$ cat config.mk
export PLATFORM = sky130hd
export DESIGN_NAME = ambient_light_auto_brightness_top
export DESIGN_NICKNAME = d
export VERILOG_FILES = /design/src/hdl/alab_pkg.sv /design/src/hdl/alab_datapath.sv /design/src/hdl/alab_ctrl.sv /design/src/hdl/ambient_light_auto_brightness_top.sv
export SDC_FILE = /design/constraint.sdc
export NUM_CORES = 1
export LEC_CHECK = 0
export ABC_AREA = 1
export BUFFER_PORTS_ARGS = -buffer_cell sky130_fd_sc_hd__buf_2
export CAP_MARGIN = 20
export CELL_PAD_IN_SITES_DETAIL_PLACEMENT = 1
export CELL_PAD_IN_SITES_GLOBAL_PLACEMENT = 2
export CORE_UTILIZATION = 25
export CTS_CLUSTER_DIAMETER = 30
export DETAILED_ROUTE_END_ITERATION = 6
export HOLD_SLACK_MARGIN = 0.02
export PLACE_DENSITY_LB_ADDON = 0.1
export SETUP_SLACK_MARGIN = 0.02
export SLEW_MARGIN = 20
export SYNTH_ARGS = -nofsm -noshare
export SYNTH_HDL_FRONTEND = slang
export SYNTH_HIERARCHICAL = 1
export SYNTH_SLANG_ARGS = --single-unit
$ cat constraint.sdc
create_clock -name i_clk -period 6.3 [get_ports i_clk]
set_clock_uncertainty 0.05 [all_clocks]
set_input_delay 1.26 -clock i_clk [delete_from_list [all_inputs] [get_ports i_clk]]
set_output_delay 1.26 -clock i_clk [all_outputs]
set_load 0.01 [all_outputs]
$ cat src/hdl/alab_pkg.sv
// Shared types and constants for the ambient light auto brightness block.
`timescale 1ns / 1ps

package alab_pkg;

    // Fixed field widths.
    localparam int ADC_BITS = 12;
    localparam int LVL_W    = 8;
    localparam int CFG_W    = 16;

    // Brightness mapping constants.
    localparam logic [ADC_BITS-1:0] AVG_FLOOR  = 12'd3000;
    localparam logic [ADC_BITS-1:0] AVG_KNEE   = 12'd3100;
    localparam logic [LVL_W-1:0]    MAP_SCALE  = 8'd155;
    localparam logic [LVL_W-1:0]    MAP_OFFSET = 8'd100;

    // Division by 995 as a multiply by a rounded-up reciprocal and a shift.
    // Exact for every dividend below 166317, which covers the mapped range.
    localparam int              P1_W        = 20;
    localparam int              RECIP_W     = 18;
    localparam int              P2_W        = P1_W + RECIP_W;
    localparam logic [RECIP_W-1:0] RECIP_995 = 18'd134893;
    localparam int              RECIP_SHIFT = 27;

    // Configuration register indexes.
    typedef enum logic [1:0] {
        CFG_MIN_BRIGHT = 2'd0,
        CFG_MAX_BRIGHT = 2'd1,
        CFG_SMP_INT    = 2'd2,
        CFG_CALC_INT   = 2'd3
    } t_cfg_idx;

    // Commands from the controller to the datapath.
    typedef struct packed {
        logic tick;
        logic div_step;
        logic mul1;
        logic mul2;
        logic map;
    } t_cmd;

    // Status from the datapath to the controller.
    typedef struct packed {
        logic calc_fire;
        logic out_free;
    } t_status;

endpackage

$ cat src/hdl/alab_datapath.sv
// Datapath: interval counters, accumulator, serial divider, level mapping and output word.
`timescale 1ns / 1ps

module alab_datapath #(
    parameter int COUNT_BITS = 16
) (
    input  logic                            i_clk,
    input  logic                            i_rst_n,
    input  alab_pkg::t_cmd                  i_cmd,
    output alab_pkg::t_status               o_status,
    input  logic                            i_cfg_we,
    input  alab_pkg::t_cfg_idx              i_cfg_index,
    input  logic [alab_pkg::CFG_W-1:0]      i_cfg_data,
    input  logic [alab_pkg::ADC_BITS-1:0]   i_light_sample,
    output logic                            o_out_valid,
    input  logic                            i_out_stall,
    output logic [alab_pkg::LVL_W-1:0]      o_brightness,
    output logic [alab_pkg::ADC_BITS-1:0]   o_light_average,
    output logic                            o_updated
);
    import alab_pkg::*;

    localparam int SUM_W = ADC_BITS + COUNT_BITS;
    localparam int CMP_W = (COUNT_BITS > CFG_W) ? COUNT_BITS : CFG_W;
    localparam logic [COUNT_BITS-1:0] CNT_MAX = '1;

    // Configuration registers.
    logic [LVL_W-1:0]      r_min_bright;
    logic [LVL_W-1:0]      r_max_bright;
    logic [CFG_W-1:0]      r_smp_int;
    logic [CFG_W-1:0]      r_calc_int;

    // Tick state.
    logic [COUNT_BITS-1:0] r_smp_elapsed;
    logic [COUNT_BITS-1:0] r_calc_elapsed;
    logic [SUM_W-1:0]      r_sum;
    logic [COUNT_BITS-1:0] r_cnt;
    logic [LVL_W-1:0]      r_level;
    logic [ADC_BITS-1:0]   r_avg_hold;

    // Divider and mapping pipeline.
    logic [COUNT_BITS-1:0] r_rem;
    logic [COUNT_BITS-1:0] r_divisor;
    logic [ADC_BITS-1:0]   r_quo;
    logic [ADC_BITS-1:0]   r_avg;
    logic                  r_neg;
    logic [P1_W-1:0]       r_prod1;
    logic [P2_W-1:0]       r_prod2;

    // Output word.
    logic                  r_out_valid;
    logic [LVL_W-1:0]      r_out_lvl;
    logic [ADC_BITS-1:0]   r_out_avg;
    logic                  r_out_upd;

    logic [COUNT_BITS-1:0] n_smp_elapsed;
    logic [COUNT_BITS-1:0] n_calc_elapsed;
    logic                  smp_fire;
    logic                  calc_fire;
    logic [SUM_W-1:0]      n_sum;
    logic [COUNT_BITS-1:0] n_cnt;
    logic [COUNT_BITS:0]   div_trial;
    logic [COUNT_BITS:0]   div_diff;
    logic                  div_geq;
    logic [ADC_BITS-1:0]   avg_q;
    logic [ADC_BITS-1:0]   dmag;
    logic [LVL_W-1:0]      map_q;
    logic [LVL_W:0]        map_m;
    logic [LVL_W-1:0]      n_level;

    // Saturating interval counters and the sample and calculation events.
    always_comb begin
        n_smp_elapsed  = (r_smp_elapsed == CNT_MAX) ? r_smp_elapsed : r_smp_elapsed + 1'b1;
        n_calc_elapsed = (r_calc_elapsed == CNT_MAX) ? r_calc_elapsed : r_calc_elapsed + 1'b1;
        smp_fire  = CMP_W'(n_smp_elapsed) >= CMP_W'(r_smp_int);
        calc_fire = CMP_W'(n_calc_elapsed) >= CMP_W'(r_calc_int);
    end

    // Accumulate the sample on a sample event unless the count is full.
    always_comb begin
        n_sum = r_sum;
        n_cnt = r_cnt;
        if (smp_fire && (r_cnt != CNT_MAX)) begin
            n_sum = r_sum + SUM_W'(i_light_sample);
            n_cnt = r_cnt + 1'b1;
        end
    end

    // One restoring division step per cycle while div_step is set.
    always_comb begin
        div_trial = {r_rem, r_quo[ADC_BITS-1]};
        div_geq   = div_trial >= {1'b0, r_divisor};
        div_diff  = div_trial - {1'b0, r_divisor};
    end

    // Magnitude of the distance from the knee, and the final level.
    always_comb begin
        avg_q = (r_divisor == '0) ? '0 : r_quo;
        dmag  = (avg_q >= AVG_KNEE) ? (avg_q - AVG_KNEE) : (AVG_KNEE - avg_q);
        map_q = r_prod2[RECIP_SHIFT +: LVL_W];
        map_m = r_neg ? ({1'b0, MAP_OFFSET} - {1'b0, map_q})
                      : ({1'b0, MAP_OFFSET} + {1'b0, map_q});
        if (r_avg < AVG_FLOOR) begin
            n_level = '0;
        end else if (map_m < {1'b0, r_min_bright}) begin
            n_level = r_min_bright;
        end else if (map_m > {1'b0, r_max_bright}) begin
            n_level = r_max_bright;
        end else begin
            n_level = map_m[LVL_W-1:0];
        end
    end

    assign o_status.calc_fire = calc_fire;
    assign o_status.out_free  = !r_out_valid || !i_out_stall;

    // Configuration registers.
    always_ff @(posedge i_clk) begin
        if (!i_rst_n) begin
            r_min_bright <= '0;
            r_max_bright <= '1;
            r_smp_int    <= 16'd100;
            r_calc_int   <= 16'd1000;
        end else if (i_cfg_we) begin
            unique case (i_cfg_index)
                CFG_MIN_BRIGHT: r_min_bright <= i_cfg_data[LVL_W-1:0];
                CFG_MAX_BRIGHT: r_max_bright <= i_cfg_data[LVL_W-1:0];
                CFG_SMP_INT:    r_smp_int    <= i_cfg_data;
                CFG_CALC_INT:   r_calc_int   <= i_cfg_data;
                default: ;
            endcase
        end
    end

    // Tick state, level and held average.
    always_ff @(posedge i_clk) begin
        if (!i_rst_n) begin
            r_smp_elapsed  <= '0;
            r_calc_elapsed <= '0;
            r_sum          <= '0;
            r_cnt          <= '0;
            r_level        <= '0;
            r_avg_hold     <= '0;
        end else begin
            if (i_cmd.tick) begin
                r_smp_elapsed  <= smp_fire ? '0 : n_smp_elapsed;
                r_calc_elapsed <= calc_fire ? '0 : n_calc_elapsed;
                r_sum          <= calc_fire ? '0 : n_sum;
                r_cnt          <= calc_fire ? '0 : n_cnt;
            end
            if (i_cmd.map) begin
                r_level    <= n_level;
                r_avg_hold <= r_avg;
            end
        end
    end

    // Divider and mapping pipeline registers.
    always_ff @(posedge i_clk) begin
        if (i_cmd.tick && calc_fire) begin
            r_rem     <= n_sum[SUM_W-1:ADC_BITS];
            r_quo     <= n_sum[ADC_BITS-1:0];
            r_divisor <= n_cnt;
        end else if (i_cmd.div_step) begin
            r_rem <= div_geq ? div_diff[COUNT_BITS-1:0] : div_trial[COUNT_BITS-1:0];
            r_quo <= {r_quo[ADC_BITS-2:0], div_geq};
        end
        if (i_cmd.mul1) begin
            r_avg   <= avg_q;
            r_neg   <= avg_q < AVG_KNEE;
            r_prod1 <= P1_W'(dmag) * P1_W'(MAP_SCALE);
        end
        if (i_cmd.mul2) begin
            r_prod2 <= P2_W'(r_prod1) * P2_W'(RECIP_995);
        end
    end

    // Output word: a plain tick reports the held values, a calculation the new ones.
    always_ff @(posedge i_clk) begin
        if (!i_rst_n) begin
            r_out_valid <= 1'b0;
        end else if ((i_cmd.tick && !calc_fire) || i_cmd.map) begin
            r_out_valid <= 1'b1;
        end else if (!i_out_stall) begin
            r_out_valid <= 1'b0;
        end
    end

    always_ff @(posedge i_clk) begin
        if (i_cmd.tick && !calc_fire) begin
            r_out_lvl <= r_level;
            r_out_avg <= r_avg_hold;
            r_out_upd <= 1'b0;
        end else if (i_cmd.map) begin
            r_out_lvl <= n_level;
            r_out_avg <= r_avg;
            r_out_upd <= 1'b1;
        end
    end

    assign o_out_valid     = r_out_valid;
    assign o_brightness    = r_out_lvl;
    assign o_light_average = r_out_avg;
    assign o_updated       = r_out_upd;

endmodule

$ cat src/hdl/alab_ctrl.sv
// Controller: accepts ticks and sequences the divider and the mapping steps.
`timescale 1ns / 1ps

module alab_ctrl (
    input  logic              i_clk,
    input  logic              i_rst_n,
    input  logic              i_in_valid,
    output logic              o_in_stall,
    input  alab_pkg::t_status i_status,
    output alab_pkg::t_cmd    o_cmd
);
    import alab_pkg::*;

    localparam int DIV_CNT_W = $clog2(ADC_BITS);
    localparam logic [DIV_CNT_W-1:0] DIV_LAST = DIV_CNT_W'(ADC_BITS - 1);

    typedef enum logic [2:0] {
        S_IDLE,
        S_DIV,
        S_MUL1,
        S_MUL2,
        S_MAP
    } t_state;

    t_state               r_state;
    logic [DIV_CNT_W-1:0] r_div_cnt;
    logic                 accept;

    // A word is taken only when idle and the output register can take a result.
    assign o_in_stall = !(i_rst_n && (r_state == S_IDLE) && i_status.out_free);
    assign accept     = i_in_valid && !o_in_stall;

    assign o_cmd.tick     = accept;
    assign o_cmd.div_step = r_state == S_DIV;
    assign o_cmd.mul1     = r_state == S_MUL1;
    assign o_cmd.mul2     = r_state == S_MUL2;
    assign o_cmd.map      = r_state == S_MAP;

    // State and step counter.
    always_ff @(posedge i_clk) begin
        if (!i_rst_n) begin
            r_state   <= S_IDLE;
            r_div_cnt <= '0;
        end else begin
            unique case (r_state)
                S_IDLE: begin
                    r_div_cnt <= '0;
                    if (accept && i_status.calc_fire) begin
                        r_state <= S_DIV;
                    end
                end
                S_DIV: begin
                    r_div_cnt <= r_div_cnt + 1'b1;
                    if (r_div_cnt == DIV_LAST) begin
                        r_state <= S_MUL1;
                    end
                end
                S_MUL1: r_state <= S_MUL2;
                S_MUL2: r_state <= S_MAP;
                S_MAP:  r_state <= S_IDLE;
                default: r_state <= S_IDLE;
            endcase
        end
    end

endmodule

$ cat src/hdl/ambient_light_auto_brightness_top.sv
// Top level of the ambient light auto brightness block.
`timescale 1ns / 1ps

// Each input word is one time tick carrying a 12-bit light reading on
// i_light_sample, moved with i_in_valid / o_in_stall. Every tick yields
// exactly one output word (brightness, last average, updated flag) on
// o_out_valid / i_out_stall. On sample-interval ticks the reading joins a
// running sum and count; on calculation-interval ticks the average is formed
// and mapped to a brightness level, clamped unless the average is below the floor.
// An ordinary tick's word is registered at acceptance and shows in the cycle after. A
// calculation tick runs a 12-step serial divider and three mapping steps
// (two multiplies and a clamp) before its word appears; no new word is
// taken during that time. Throughput is one tick per cycle between
// calculations while the output register is not held by i_out_stall.
// The output register holds a word while i_out_stall is high, and a new tick
// is taken in the cycle the held word leaves.
// Synchronous reset (i_rst_n low) clears counters, sum, level and average,
// and restores the register defaults: min 0, max 255, sample interval 100,
// calculation interval 1000. Configuration is written through i_cfg_we,
// i_cfg_index and i_cfg_data while the block is idle.
module ambient_light_auto_brightness_top #(
    parameter int COUNT_BITS = 16
) (
    input  logic                            i_clk,
    input  logic                            i_rst_n,
    input  logic                            i_in_valid,
    output logic                            o_in_stall,
    input  logic [alab_pkg::ADC_BITS-1:0]   i_light_sample,
    output logic                            o_out_valid,
    input  logic                            i_out_stall,
    output logic [alab_pkg::LVL_W-1:0]      o_brightness,
    output logic [alab_pkg::ADC_BITS-1:0]   o_light_average,
    output logic                            o_updated,
    input  logic                            i_cfg_we,
    input  alab_pkg::t_cfg_idx              i_cfg_index,
    input  logic [alab_pkg::CFG_W-1:0]      i_cfg_data
);
    import alab_pkg::*;

    t_cmd    cmd;
    t_status status;

    // Sequencer.
    alab_ctrl u_ctrl (
        .i_clk      (i_clk),
        .i_rst_n    (i_rst_n),
        .i_in_valid (i_in_valid),
        .o_in_stall (o_in_stall),
        .i_status   (status),
        .o_cmd      (cmd)
    );

    // Arithmetic and storage.
    alab_datapath #(
        .COUNT_BITS (COUNT_BITS)
    ) u_datapath (
        .i_clk           (i_clk),
        .i_rst_n         (i_rst_n),
        .i_cmd           (cmd),
        .o_status        (status),
        .i_cfg_we        (i_cfg_we),
        .i_cfg_index     (i_cfg_index),
        .i_cfg_data      (i_cfg_data),
        .i_light_sample  (i_light_sample),
        .o_out_valid     (o_out_valid),
        .i_out_stall     (i_out_stall),
        .o_brightness    (o_brightness),
        .o_light_average (o_light_average),
        .o_updated       (o_updated)
    );

endmodule

==> results.sh, run 1 <==
export IMPL_cts_root_buffer="clkbuf_16"
export IMPL_hold_violations=0
export IMPL_final_nets=3682
export IMPL_post_route_period_util_pct=92.41
export IMPL_gp_routability_congestion=0.8013
export IMPL_cap_viol_max_count=0
export IMPL_worstHoldEndpoint="u_datapath/r_smp_int[9]"
export IMPL_crit_slowest_cell="fa_1"
export IMPL_clockBufferDepth=3
export IMPL_grt_pass1_wl_um=127800
export IMPL_port_buffers=57
export IMPL_cts_tree="yes"
export IMPL_hold_buffers=0
export IMPL_synth_edf_count=104
export IMPL_cp_end_kind="flip-flop"
export IMPL_final_cells=4550
export IMPL_crit_path_start_kind="flip-flop"
export IMPL_antenna_found_initial=4
export IMPL_leakagePower_nw=13.92
export IMPL_place_area_sq_mm=0.02571
export IMPL_dpl_cell_count=4375
export IMPL_n_antenna_cell=0
export IMPL_cts_sinks=257
export IMPL_synth_nets=3572
export IMPL_final_common_cell="nand2_1"
export IMPL_worst_r2r_endpoint="u_datapath/r_prod1[18]"
export IMPL_rsz0062_at_grt="no"
export IMPL_grt_pass1_vias=22466
export IMPL_post_drt_via_cell_ratio=4.513
export IMPL_grt_total_usage_pct=16.74
export IMPL_clock_latency_ns=0.66
export IMPL_max_slew_worst_pin_slew_ns=1.066
export IMPL_fin_setup_tns_ns=0
export IMPL_hold_path_cell_count=2
export IMPL_powerDensity_mw_per_mm2=232.1
export IMPL_row_count=113
export IMPL_syn_inst=3098
export IMPL_via_count=20536
export IMPL_clkTransAtPathRegs_ns=0.04
export IMPL_fin_area_sq_mm=0.02906
export IMPL_initial_core_util_pct=25.24
export IMPL_fp_dieW_um=311.7
export IMPL_max_vdd_ir_drop_v=0.0001959
export IMPL_synth_seq_area_share_pct=25.79
export IMPL_slowest_delay_ns=0.52
export IMPL_worstReg2RegStart="u_datapath/r_divisor[7]"
export IMPL_status="completed"
export IMPL_pin_count=58
export IMPL_htreeDepth=3
export IMPL_worst_r2r_path_depth=32
export IMPL_wl_um=79920
export IMPL_grt_ovfl_total=0
export IMPL_synth_warnings=6
export IMPL_final_cell_mix="nand2_1 (663), inv_1 (589), ha_1 (278)"
export IMPL_rrSetupSlack_ns=0.48
export IMPL_min_period_ns=5.822
export IMPL_cp_arrival_ns=6.13
export IMPL_postSynth_asyncResetShare_pct=0
export IMPL_min_from="u_datapath/r_smp_int[9]"
export IMPL_crit_fanout=9
export IMPL_first_iter_violations=776
export IMPL_die_h_um=311.7
export IMPL_synth_cell_type_count=55
export IMPL_wl_per_cell_um=17.56
export IMPL_hpwl_um=63570
export IMPL_drc_errors=0
export IMPL_syn_to_final_growth_pct=21.17
export IMPL_setup_viol=0
export IMPL_cts_made_buffers=91
export IMPL_slew_violations=0
export IMPL_relSlewSlack_pct=28.95
export IMPL_antenna_left=0
export IMPL_grt_max_degree=77
export IMPL_avgSynthCellArea_sq_um=7.742
export IMPL_max_freq_mhz=171.8
export IMPL_drive_above_1_share_pct=9.619
export IMPL_die_area_sq_mm=0.09718
export IMPL_path_class="flip-flop to flip-flop"
export IMPL_dr_pass1_iters=5
export IMPL_synthesis_area_sq_mm=0.02399
export IMPL_coreArea_sq_mm=0.09501
export IMPL_worstHoldPathType="flip-flop to flip-flop"
export IMPL_ys_ff_latch=257
export IMPL_cpMostUsedCell="nand2_1"
export IMPL_ys_flop_type="dfxtp_1"
export IMPL_cp_required_ns=6.60
==> sequential cells by signal, summed over array words and instances, names as in the netlist, 12 cells and up <==
register                    cells
u_datapath/r_prod1             19
u_datapath/r_avg_hold          12
u_datapath/r_smp_elapsed       16
u_datapath/r_calc_int          16
u_datapath/r_divisor           16
u_datapath/r_sum               28
u_datapath/r_calc_elapsed      16
u_datapath/r_avg               12
u_datapath/r_quo               12
u_datapath/r_rem               16
u_datapath/r_cnt               16
u_datapath/o_light_average     12
u_datapath/r_smp_int           16
==> cells by family (layout without fill, tap and decap cells) <==
group,after synthesis,count (layout),synth area share [%]
and+or+nand+nor,1230,1230,22.56
DFF,257,257,25.79
adders and majority gates,439,439,27.94
buffers and inverters,676,862,10.97
AOI/OAI and AO/OA,410,411,9.604
xor gates and xnor gates,86,86,3.140
==> per-layer routing <==
layer	share of wire [%]	wire, um	vias up	GRT usage, %
met3	2.5	1997	117	2.369
met1	47	37960	9979	22.06
met2	48	38020	207	28.21
met4	2.4	1929	2	4.980
met5	0.016	13	-	0
li1	-	-	10231	-
==> layout make-up <==
class	count	area (sq um)
fillers	11370	65950
repair buffers	85	515.5
flip-flops and latches	257	6186
inverters	607	2282
well taps	1265	1583
multi-input cells	2166	15230
clock inverters	54	787.0
clock buffers	116	2481
==> power by group <==
group	leakage, nW	internal [mW]	total (mW)	switching [mW]
sequential	2.23	1.76	1.77	0.0140
combinational	10.1	0.0708	0.253	0.182
clock	1.57	3.35	4.72	1.38
total	13.9	5.17	6.75	1.57
==> worst max-delay path by stage <==
| stage | start | to | slack, ns | depth (start not counted) |
|---|---|---|---|---|
| CTS | u_datapath/r_divisor[12] | u_datapath/r_prod1[13] | 0.1 | 27 |
| floorplan | u_datapath/r_divisor[1] | u_datapath/r_prod1[18] | 0.87 | 29 |
| finish | u_datapath/r_divisor[7] | u_datapath/r_prod1[18] | 0.48 | 32 |
| global placement | u_datapath/r_divisor[12] | u_datapath/r_prod1[13] | 0.26 | 27 |
| global route | u_datapath/r_divisor[7] | u_datapath/r_prod1[18] | 0.005 | 32 |
| detailed placement | u_datapath/r_divisor[12] | u_datapath/r_prod1[13] | 0.17 | 27 |
==> timing repair <==
item	CTS	global route
setup endpoints to repair	0	9
setup buffers	0	3
resized for setup	0	6
==> worst max-delay path, delay by kind of cell, from the launching register on <==
kind            cells  cell delay (ns)
fa+ha+maj           6             2.27
simple gates       18             2.05
buf+inv             6             0.47
flops               1             0.40
compound gates      1             0.15
xor+xnor            1             0.14
==> metrics by stage <==
stage          worst slack, ns  utilization [%]  power, mW  hold slack [ns]
6_report                0.4781            30.59      6.746           0.4078
3_3_place_gp            0.2587            27.06      2.052           0.4035
4_1_cts                0.09792            30.50      6.870           0.4141
5_1_grt               0.005205            30.59      6.988           0.4303
2_1_floorplan           0.8719                -      1.952           0.3853
3_5_place_dp            0.1728            27.06      2.058           0.4080
==> cell usage after synthesis, types with 3 or more instances <==
master / count / area, sq um
fa_1: 161 / 3223
nand3b_1: 24 / 180.2
buf_4: 6 / 45.04
o211ai_1: 18 / 135.1
nor4_1: 6 / 37.54
xor2_1: 64 / 560.5
clkbuf_1: 40 / 150.1
o31ai_1: 3 / 22.52
inv_2: 14 / 52.55
ha_1: 278 / 3478
a31oi_1: 10 / 62.56
and2_1: 4 / 25.02
nor2_1: 162 / 608.1
a21o_1: 16 / 120.1
nand4_1: 37 / 231.5
o21a_1: 4 / 30.03
inv_1: 590 / 2215
buf_2: 16 / 80.08
o21bai_1: 8 / 60.06
nand2_1: 665 / 2496
a21oi_1: 189 / 945.9
nor3_1: 41 / 205.2
o21ai_2: 3 / 26.28
nand2_2: 20 / 125.1
o21ai_1: 9 / 45.04
nor2_2: 4 / 25.02
xnor2_1: 22 / 192.7
buf_6: 6 / 67.56
a22oi_1: 25 / 187.7
dfxtp_1: 153 / 3063
nand3b_2: 4 / 45.04
nand3_2: 7 / 70.07
nand3_1: 240 / 1201
edfxtp_1: 104 / 3123
or2_2: 5 / 31.28
o21ai_0: 117 / 585.6
Power figures use the tool's default switching activity.
==> inputs of run 2 (changes only) <==
CORE_ASPECT_RATIO = 0.75   (was not set)
CORE_MARGIN = 10   (was not set)
SKIP_CTS_REPAIR_TIMING = 1   (was not set)
==> run 2 against run 1 <==
Maximum frequency grew 0.95%. Wire length rose by 5.0%. Cell count is 0.81% lower. Critical endpoint is now u_datapath/r_prod1[13].
==> results.sh, run 2 (synthesis results as in run 1) <==
export IMPL_initial_core_util_pct=25.18
export IMPL_cts_sinks=257
export IMPL_crit_slowest_cell="fa_1"
export IMPL_die_area_sq_mm=0.1089
export IMPL_fin_setup_tns_ns=0
export IMPL_leakagePower_nw=13.72
export IMPL_utilization_pct=29.96
export IMPL_top_register="u_datapath/r_sum"
export IMPL_grt_total_usage_pct=15.34
export IMPL_syn_to_final_growth_pct=18.99
export IMPL_powerDensity_mw_per_mm2=215.2
export IMPL_p_seq_share_pct=28.9
export IMPL_post_drt_via_cell_ratio=4.600
export IMPL_cts_tree="yes"
export IMPL_cts_root_buffer="clkbuf_16"
export IMPL_max_freq_mhz=173.4
export IMPL_wl_per_cell_um=18.60
export IMPL_clockBufferDepth=3
export IMPL_slew_violations=0
export IMPL_pin_count=58
export IMPL_row_count=98
export IMPL_cp_required_ns=6.60
export IMPL_final_nets=3671
export IMPL_p_comb_share_pct=4.1
export IMPL_path_class="flip-flop to flip-flop"
export IMPL_internal_power_mw=4.681
export IMPL_post_route_period_util_pct=91.54
export IMPL_coreArea_sq_mm=0.09527
export IMPL_drive_above_1_share_pct=9.163
export IMPL_grt_pass1_vias=21786
export IMPL_via_count=20760
export IMPL_hpwl_um=67500
export IMPL_cp_arrival_ns=6.07
export IMPL_grt_max_degree=77
export IMPL_fin_area_sq_mm=0.02854
export IMPL_finalWorstSetupSlack_ns=0.5327
export IMPL_clock_latency_ns=0.63
export IMPL_dpl_cell_count=4359
export IMPL_drc_errors=0
export IMPL_worst_hold_slack_ns=0.4111
export IMPL_relSlewSlack_pct=29.44
export IMPL_rsz0062_at_grt="no"
export IMPL_switching_share_pct=23.78
export IMPL_dr_pass1_iters=5
export IMPL_antenna_left=0
export IMPL_n_antenna_cell=0
export IMPL_die_h_um=288.2
export IMPL_setup_viol=0
export IMPL_cts_made_buffers=82
export IMPL_hold_violations=0
export IMPL_max_slew_worst_pin_slew_ns=1.056
export IMPL_cp_end_kind="flip-flop"
export IMPL_clkPwrFrac_pct=67.0
export IMPL_fill_cells=11344
export IMPL_fp_dieW_um=377.7
export IMPL_worst_path_buf_inv=3
export IMPL_first_iter_violations=1045
export IMPL_power_switching_mw=1.461
export IMPL_gp_routability_congestion=0.8135
export IMPL_wl_um=83940
export IMPL_place_area_sq_mm=0.02567
export IMPL_max_vdd_ir_drop_v=0.0001868
export IMPL_htreeDepth=3
export IMPL_min_from="u_datapath/r_smp_int[1]"
export IMPL_crit_family="adder cells"
export IMPL_grt_pass1_wl_um=130600
export IMPL_port_buffers=57
export IMPL_grt_ovfl_total=0
export IMPL_cp_startpoint="u_datapath/r_divisor[0]"
export IMPL_slowest_delay_ns=0.55
export IMPL_antenna_found_initial=5
export IMPL_reg_top3="u_datapath/r_sum (28), u_datapath/r_prod1 (19)"
export IMPL_total_power_mw=6.142
export IMPL_cap_viol_max_count=0
export IMPL_clkTransAtPathRegs_ns=0.04
export IMPL_largest_reg_flops=28
export IMPL_final_cells=4513
export IMPL_min_period_ns=5.767
export IMPL_crit_path_start_kind="flip-flop"
export IMPL_worstHoldPathType="flip-flop to flip-flop"
export IMPL_final_cell_mix="nand2_1 (664), inv_1 (588), ha_1 (278)"
export IMPL_status="completed"
export IMPL_crit_fanout=6
export IMPL_dp_slack_ns=0.3059
export IMPL_worstReg2RegStart="u_datapath/r_divisor[0]"
export IMPL_final_common_cell="nand2_1"
-- run 2: tightest hold or removal path: cells and delay by family (launching register included) --
| kind | cells | cell delay (ns) |
|---|---|---|
| AO/OA/AOI/OAI | 1 | 0.06 |
| buffers and inverters | 1 | 0.06 |
| flip-flops | 1 | 0.29 |
-- run 2: power groups by stage --
stage,clock network (mW),registers (mW),logic (mW)
finish,4.12,1.77,0.251
global route,4.31,1.77,0.286
CTS,4.22,1.77,0.256
detailed placement,0,1.80,0.254
global placement,0,1.80,0.248
floorplan,0,1.80,0.157
-- run 2: cell type report --
class,instances,area (sq um),area share (%)
Clock inverter,44,480.5,1.683
Sequential cell,257,6186,21.67
Timing Repair Buffer,84,505.5,1.771
Tap cell,1250,1564,5.480
Multi-Input combinational cell,2165,15210,53.29
Clock buffer,106,2313,8.106
Inverter,607,2281,7.992
-- run 2: layer usage --
metal	vias to the layer above	global-route usage [%]	routed length, um
met5	-	0	0
met4	0	3.016	1107
met3	83	2.430	2941
met2	267	21.63	33570
met1	10187	24.03	46320
li1	10223	-	-
-- run 2: final timing paths --
path / endpoint / slack (ns) / depth (start not counted)
hold reg to reg: u_datapath/r_smp_int[1] / 0.41 / 2
hold / removal: u_datapath/r_smp_int[1] / 0.41 / 2
setup reg to reg: u_datapath/r_prod1[13] / 0.53 / 28
setup / recovery: u_datapath/r_prod1[13] / 0.53 / 28
